<file path="src/hw/rtl/rxr_pkg.sv">
`timescale 1ns / 1ps
`default_nettype none

package rxr_pkg;

   localparam int unsigned OperandWidth = 16;
   localparam int unsigned ValueWidth   = 15;
   localparam int unsigned StateWidth   = 32;
   localparam int unsigned ShiftA       = 13;
   localparam int unsigned ShiftB       = 17;
   localparam int unsigned ShiftC       = 5;
   localparam int unsigned DataBytes    = (ValueWidth + 7) / 8;

   typedef enum logic [1:0] {
      ST_IDLE,
      ST_STEP,
      ST_DIVIDE,
      ST_FINISH
   } ctrl_state_type;

   // Command to the generator: reseed or advance, plus the mode to record.
   typedef struct packed {
      logic                  load;
      logic                  advance;
      logic                  mode;
      logic [StateWidth-1:0] seed;
   } gen_cmd_type;

   // Status of the remainder unit back to the controller.
   typedef struct packed {
      logic                  done;
      logic [ValueWidth-1:0] remainder;
   } div_status_type;

endpackage

`default_nettype wire

</file>
<file path="src/hw/rtl/rxr_generator.sv">
`timescale 1ns / 1ps
`default_nettype none

module rxr_generator
   import rxr_pkg::*;
(
   input  wire logic                  clock,
   input  wire logic                  reset,
   input  wire gen_cmd_type           cmd,
   output logic [StateWidth-1:0]      next_value,
   output logic                       mode
);

   logic [StateWidth-1:0] state_ff, state_in;
   logic                  mode_ff, mode_in;
   logic [StateWidth-1:0] x1, x2;

   // One xorshift step: three shift-xor layers of plain wiring.
   always_comb begin
      x1         = state_ff ^ (state_ff << ShiftA);
      x2         = x1 ^ (x1 >> ShiftB);
      next_value = x2 ^ (x2 << ShiftC);
   end

   always_comb begin
      state_in = state_ff;
      mode_in  = mode_ff;
      if (cmd.load) begin
         mode_in  = cmd.mode;
         // a zero seed would lock the generator at zero
         state_in = (cmd.seed == '0) ? StateWidth'(1) : cmd.seed;
      end else if (cmd.advance) begin
         state_in = next_value;
      end
   end

   always_ff @(posedge clock) begin
      if (reset) begin
         state_ff <= StateWidth'(1);
         mode_ff  <= 1'b0;
      end else begin
         state_ff <= state_in;
         mode_ff  <= mode_in;
      end
   end

   assign mode = mode_ff;

endmodule

`default_nettype wire

</file>
<file path="src/hw/rtl/rxr_remainder.sv">
`timescale 1ns / 1ps
`default_nettype none

module rxr_remainder
   import rxr_pkg::*;
(
   input  wire logic                  clock,
   input  wire logic                  reset,
   input  wire logic                  start,
   input  wire logic [StateWidth-1:0] dividend,
   input  wire logic [ValueWidth-1:0] divisor,
   output div_status_type             status
);

   localparam int unsigned CountWidth = $clog2(StateWidth);

   logic [StateWidth-1:0] shift_ff, shift_in;
   logic [ValueWidth-1:0] rem_ff, rem_in;
   logic [ValueWidth-1:0] dsr_ff, dsr_in;
   logic [CountWidth-1:0] count_ff, count_in;
   logic                  busy_ff, busy_in;
   logic                  done_ff, done_in;
   logic [ValueWidth:0]   trial;

   // Restoring remainder, one dividend bit per cycle, MSB first.
   always_comb begin
      trial    = {rem_ff, shift_ff[StateWidth-1]};
      shift_in = shift_ff;
      rem_in   = rem_ff;
      dsr_in   = dsr_ff;
      count_in = count_ff;
      busy_in  = busy_ff;
      done_in  = 1'b0;
      if (start) begin
         shift_in = dividend;
         rem_in   = '0;
         dsr_in   = divisor;
         count_in = '0;
         busy_in  = 1'b1;
      end else if (busy_ff) begin
         shift_in = {shift_ff[StateWidth-2:0], 1'b0};
         // subtract when the trial value covers the divisor
         if (trial >= {1'b0, dsr_ff}) begin
            rem_in = ValueWidth'(trial - {1'b0, dsr_ff});
         end else begin
            rem_in = ValueWidth'(trial);
         end
         count_in = count_ff + CountWidth'(1);
         if (count_ff == CountWidth'(StateWidth - 1)) begin
            busy_in = 1'b0;
            done_in = 1'b1;
         end
      end
   end

   always_ff @(posedge clock) begin
      if (reset) begin
         busy_ff  <= 1'b0;
         done_ff  <= 1'b0;
         count_ff <= '0;
      end else begin
         busy_ff  <= busy_in;
         done_ff  <= done_in;
         count_ff <= count_in;
      end
      shift_ff <= shift_in;
      rem_ff   <= rem_in;
      dsr_ff   <= dsr_in;
   end

   assign status.done      = done_ff;
   assign status.remainder = rem_ff;

endmodule

`default_nettype wire

</file>
<file path="src/hw/rtl/ranged_xorshift_random_opcode.sv">
`timescale 1ns / 1ps
`default_nettype none
// Random-instruction unit with a ranged xorshift generator.
// Request channel (req_*): one signed 16-bit operand per request in tdata.
//   Positive: advance the 32-bit generator and return state mod operand + 1.
//   Zero: enter random mode and reseed from the csr seed register.
//   Negative: enter predictable mode and reseed from the operand's magnitude.
// Response channel (rsp_*): tdata carries the 15-bit value (0 after a reseed),
//   tuser the mode after the request (1 predictable, 0 random).
// Configuration: csr_write_enable/csr_write_data write the seed; write only
//   while no request is in flight.
// Sequence: a positive operand passes from acceptance to a valid response
//   through one generator step, the bit-serial remainder unit, a capture of
//   the remainder plus one and the output load; a reseed goes straight to the load.
// One request is in flight at a time, and the sequencer returns to idle as the
//   response loads.
// The next request is accepted while the previous response still waits in the
//   output register; a stalled receiver holds the response, and a finished
//   result waits until that register frees up.
// Reset: generator state 1, random mode, seed 0, no response pending.
module ranged_xorshift_random_opcode
   import rxr_pkg::*;
(
   input  wire logic                      clock,
   input  wire logic                      reset,
   input  wire logic                      req_tvalid,
   output logic                           req_tready,
   input  wire logic [OperandWidth-1:0]   req_tdata,   // [15:0] operand
   output logic                           rsp_tvalid,
   input  wire logic                      rsp_tready,
   output logic [DataBytes*8-1:0]         rsp_tdata,   // [14:0] result_value
   output logic [0:0]                     rsp_tuser,   // [0] predictable
   input  wire logic                      csr_write_enable,
   input  wire logic [StateWidth-1:0]     csr_write_data
);

   ctrl_state_type        state_ff, state_in;
   logic [ValueWidth-1:0] divisor_ff, divisor_in;
   logic [ValueWidth-1:0] value_ff, value_in;
   logic [ValueWidth-1:0] rsp_value_ff, rsp_value_in;
   logic                  rsp_mode_ff, rsp_mode_in;
   logic                  rsp_valid_ff, rsp_valid_in;
   logic [StateWidth-1:0] seed_ff;
   gen_cmd_type           gen_cmd;
   logic [StateWidth-1:0] gen_next;
   logic                  gen_mode;
   logic                  div_start;
   div_status_type        div_status;
   logic                  req_accept;
   logic                  out_free;
   logic                  out_load;
   logic                  op_zero;
   logic                  op_negative;
   logic [OperandWidth-1:0] magnitude;

   assign req_accept  = req_tvalid && req_tready;
   assign out_free    = !rsp_valid_ff || rsp_tready;
   assign op_zero     = (req_tdata == '0);
   assign op_negative = req_tdata[OperandWidth-1];
   assign magnitude   = OperandWidth'(-req_tdata);

   rxr_generator u_generator (
      .clock      (clock),
      .reset      (reset),
      .cmd        (gen_cmd),
      .next_value (gen_next),
      .mode       (gen_mode)
   );

   rxr_remainder u_remainder (
      .clock    (clock),
      .reset    (reset),
      .start    (div_start),
      .dividend (gen_next),
      .divisor  (divisor_ff),
      .status   (div_status)
   );

   // next state
   always_comb begin
      state_in = state_ff;
      unique case (state_ff)
         ST_IDLE: begin
            if (req_accept) begin
               state_in = (op_zero || op_negative) ? ST_FINISH : ST_STEP;
            end
         end
         ST_STEP: begin
            state_in = ST_DIVIDE;
         end
         ST_DIVIDE: begin
            if (div_status.done) begin
               state_in = ST_FINISH;
            end
         end
         ST_FINISH: begin
            if (out_free) begin
               state_in = ST_IDLE;
            end
         end
         default: state_in = ST_IDLE;
      endcase
   end

   // outputs of the sequencer
   always_comb begin
      req_tready      = 1'b0;
      gen_cmd.load    = 1'b0;
      gen_cmd.advance = 1'b0;
      gen_cmd.mode    = 1'b0;
      gen_cmd.seed    = seed_ff;
      div_start       = 1'b0;
      out_load        = 1'b0;
      divisor_in      = divisor_ff;
      value_in        = value_ff;
      unique case (state_ff)
         ST_IDLE: begin
            req_tready = 1'b1;
            if (req_accept) begin
               divisor_in = ValueWidth'(req_tdata);
               value_in   = '0;
               if (op_zero) begin
                  gen_cmd.load = 1'b1;
               end else if (op_negative) begin
                  gen_cmd.load = 1'b1;
                  gen_cmd.mode = 1'b1;
                  gen_cmd.seed = StateWidth'(magnitude);
               end
            end
         end
         ST_STEP: begin
            // advance and hand the new state to the remainder unit together
            gen_cmd.advance = 1'b1;
            div_start       = 1'b1;
         end
         ST_DIVIDE: begin
            if (div_status.done) begin
               value_in = div_status.remainder + ValueWidth'(1);
            end
         end
         ST_FINISH: begin
            out_load = out_free;
         end
         default: ;
      endcase
   end

   always_comb begin
      rsp_valid_in = rsp_valid_ff;
      rsp_value_in = rsp_value_ff;
      rsp_mode_in  = rsp_mode_ff;
      if (out_load) begin
         rsp_valid_in = 1'b1;
         rsp_value_in = value_ff;
         rsp_mode_in  = gen_mode;
      end else if (rsp_tready) begin
         rsp_valid_in = 1'b0;
      end
   end

   always_ff @(posedge clock) begin
      if (reset) begin
         state_ff     <= ST_IDLE;
         rsp_valid_ff <= 1'b0;
         seed_ff      <= '0;
      end else begin
         state_ff     <= state_in;
         rsp_valid_ff <= rsp_valid_in;
         if (csr_write_enable) begin
            seed_ff <= csr_write_data;
         end
      end
      divisor_ff   <= divisor_in;
      value_ff     <= value_in;
      rsp_value_ff <= rsp_value_in;
      rsp_mode_ff  <= rsp_mode_in;
   end

   assign rsp_tvalid = rsp_valid_ff;
   assign rsp_tdata  = (DataBytes*8)'(rsp_value_ff);
   assign rsp_tuser  = rsp_mode_ff;

endmodule

`default_nettype wire

</file>
<file path="config.mk">
export PLATFORM = sky130hd
export DESIGN_NAME = ranged_xorshift_random_opcode
export DESIGN_NICKNAME = d
export VERILOG_FILES = /design/src/hw/rtl/rxr_pkg.sv /design/src/hw/rtl/rxr_generator.sv /design/src/hw/rtl/rxr_remainder.sv /design/src/hw/rtl/ranged_xorshift_random_opcode.sv
export SDC_FILE = /design/constraint.sdc
export NUM_CORES = 1
export LEC_CHECK = 0
export ABC_AREA = 1
export BUFFER_PORTS_ARGS = -buffer_cell sky130_fd_sc_hd__buf_2
export CAP_MARGIN = 0
export CELL_PAD_IN_SITES_DETAIL_PLACEMENT = 0
export CELL_PAD_IN_SITES_GLOBAL_PLACEMENT = 2
export CORE_ASPECT_RATIO = 1.5
export CORE_MARGIN = 3
export CORE_UTILIZATION = 25
export DETAILED_ROUTE_END_ITERATION = 8
export PLACE_DENSITY_LB_ADDON = 0.1
export SLEW_MARGIN = 20
export SYNTH_ARGS = -nofsm -noshare
export SYNTH_HDL_FRONTEND = slang
export SYNTH_SLANG_ARGS = --single-unit
</file>
<file path="constraint.sdc">
create_clock -name clock -period 2.8 [get_ports clock]
set_input_delay 0.42 -clock clock [delete_from_list [all_inputs] [get_ports clock]]
set_output_delay 0.42 -clock clock [all_outputs]
set_load 0.02 [all_outputs]
</file>
==> impl_metrics.json <==
{
  "remaining_drc_errors": 0,
  "cts_hold_buf": 0,
  "htreeDepth": 4,
  "clkLatencyLatePin_ns": 0.45,
  "final_cells": 1670,
  "first_iter_violations": 318,
  "synth_edf_count": 93,
  "crit_top_cell": "nand2_1",
  "required_ns": 3.12,
  "critPathArrivalTime_ns": 2.72,
  "dp.cells": 1638,
  "slowest_delay_ns": 0.50,
  "synth.distinct_cells": 50,
  "p_leak_nw": 4.591,
  "crit_family": "simple AND/OR/NAND/NOR gates",
  "peakVddDrop_uv": 446.3,
  "cts_setup_buffers": 0,
  "critical_path.slowest_cell": "dfxtp_1",
  "power_density_nw_per_um2": 1110,
  "rsz0062_at_grt": "false",
  "synth_top_area_cell": "edfxtp_1",
  "max_slew_margin": 0.3993,
  "cts_buffers": 17,
  "wl_per_cell_um": 18.52,
  "synth_area_leaders": "edfxtp_1, dfxtp_1, nand2_1",
  "grt_usage": 0.1604,
  "synth_most_common_cell": "nand2_1",
  "vias": 7348,
  "ys_warn_count": 0,
  "critPathMaxFanout": 16,
  "drive_gt1_frac": 0.1484,
  "syn-cell-area_um2": 9321,
  "cts.repair.resized": 0,
  "synthTopCellsByCount": "nand2_1, nor2_1, inv_1",
  "hold_viol_final": 0,
  "tightest_slew_ns": 0.8916,
  "io_buffers": 70,
  "rows": 86,
  "cp-end-kind": "register",
  "grt_pass1_wl_um": 47150,
  "ys_ff_latch": 183,
  "cts_buffer_depth": 2,
  "first_global_vias": 7800,
  "ys_async_sr_fraction": 0,
  "setup_viol": 0,
  "antenna_found_initial": 0,
  "die_w_um": 163.7,
  "grt_overflow_total": 0,
  "die_height_um": 242.5,
  "syn_inst": 1095,
  "via_per_inst": 4.400,
  "start_util": 0.2533,
  "hold_slack_ns": 0.1876,
  "setup.worst_path.class": "reg2reg",
  "n_fill_cell": 4081,
  "dp_hpwl_um": 24360,
  "p_total_w": 0.01206,
  "core_um2": 36800,
  "gp_congestion": 0.8064,
  "cts_tree": "yes",
  "syn-num-nets": 1172,
  "drv_slew": 0,
  "clock.fmax_mhz": 416.4,
  "post-route-period-util": 0.8576,
  "period_minus_slack_ns": 2.401,
  "ys_seq_area_frac": 0.4929,
  "setup-tns-final_ns": 0,
  "clkTransAtPathRegs_ns": 0.08,
  "io_pins": 72,
  "holdCritPathClass": "in2reg",
  "wirelength_um": 30930,
  "crit_buf_inv": 2,
  "cts_sinks": 183,
  "synth_top_area_frac": 0.2996,
  "start_kind": "register",
  "synth_flop_cell": "edfxtp_1",
  "outcome": "finished, final reports clean",
  "syn2layout_area_growth_pct": 16.52,
  "dp_slack_ns": 0.2859,
  "cap_violations": 0,
  "syn_area_per_cell_um2": 8.513,
  "firstDrtPassIters": 4,
  "die-area_um2": 39690,
  "detail-route-antenna-nets": 0,
  "nNetsFinal": 1250,
  "crit_path_cell_trace": "inv_1 > fa_1 > o21ai_2 > nand3_1 > nand2_1 > nand2_1 > nand3_2 > buf_4 > nand2_1 > o211ai_1 > o21ai_0",
  "antennaDiodeCount": 0,
  "clockRootBuffer": "clkbuf_16",
  "worst_slack_ns": 0.3987,
  "clock_skew_ns": 0.01175,
  "grt_max_degree": 61
}
path summary, 6_finish.rpt:
kind                               from                     to  slack (ns)  cells past startpoint
hold reg to reg             value_ff[3]        rsp_value_ff[3]        0.42                      0
setup reg to reg  u_remainder.rem_ff[0]  u_remainder.rem_ff[0]        0.40                     11
setup / recovery  u_remainder.rem_ff[0]  u_remainder.rem_ff[0]        0.40                     11
hold / removal       csr_write_data[29]            seed_ff[29]        0.19                      3
per-stage QoR:
step,area (um2),utilization
6_report,10860,0.2952
2_1_floorplan,9321,-
3_5_place_dp,10260,0.2789
4_1_cts,10860,0.2952
3_3_place_gp,10260,0.2789
5_1_grt,10860,0.2952
sequential cells by signal (all words and copies together), names as in the netlist:
signal                flops
u_remainder.count_ff      5
u_remainder.shift_ff     32
u_remainder.dsr_ff       15
rsp_tvalid                1
divisor_ff               15
seed_ff                  32
u_generator.state_ff     32
value_ff                 15
rsp_value_ff             15
u_remainder.busy_ff       1
u_remainder.done_ff       1
rsp_tuser                 1
u_generator.mode          1
state_ff                  2
u_remainder.rem_ff       15
worst min-delay path, delay by kind of cell:
kind | cells | cell delay, ns
simple gates | 2 | 0.11
buf+inv | 1 | 0.07
final cells by class:
cell class                      count  area (um2)  area share
Clock buffer                       18       429.2     0.03951
Clock inverter                     14       168.9     0.01555
Inverter                          107       401.6     0.03698
Multi-Input combinational cell    765        4081      0.3758
Sequential cell                   183        4594      0.4230
Tap cell                          484       605.6     0.05575
Timing Repair Buffer               99       580.6     0.05345
cell usage in the layout (no fill, tap or decap), types with 9 or more instances in the layout:
master / Yosys / layout
nor2_1: 104 / 104
a21oi_1: 70 / 70
nand2_1: 256 / 256
buf_4: 3 / 28
edfxtp_1: 93 / 93
a21oi_2: 9 / 9
dfxtp_1: 90 / 90
xnor2_1: 23 / 23
clkbuf_16: 0 / 17
nand3_1: 58 / 58
nor3_1: 14 / 14
ha_1: 23 / 23
xor2_1: 37 / 37
inv_1: 103 / 102
buf_2: 8 / 70
nand3_2: 11 / 11
o21ai_0: 96 / 96
where the power goes:
part	switching [W]	internal (W)
Combinational	0.00342	0.00168
Sequential	0.000515	0.00394
Clock	0.00116	0.00134
Total	0.00510	0.00696
logic make-up after synthesis:
family	synth area share
xor+xnor	0.06510
compound gates	0.1250
simple gates	0.2144
fa+ha+maj	0.03302
buf+inv	0.06926
flops	0.4929
other cells	0.0004023
per-layer routing:
metal,up-vias,share of wire,track usage
met5,-,0,0
met4,0,0.023,0.05352
met3,31,0.016,0.02070
met2,80,0.60,0.3307
met1,3446,0.36,0.1584
li1,3791,-,-
(Power assumes the default switching activity.)
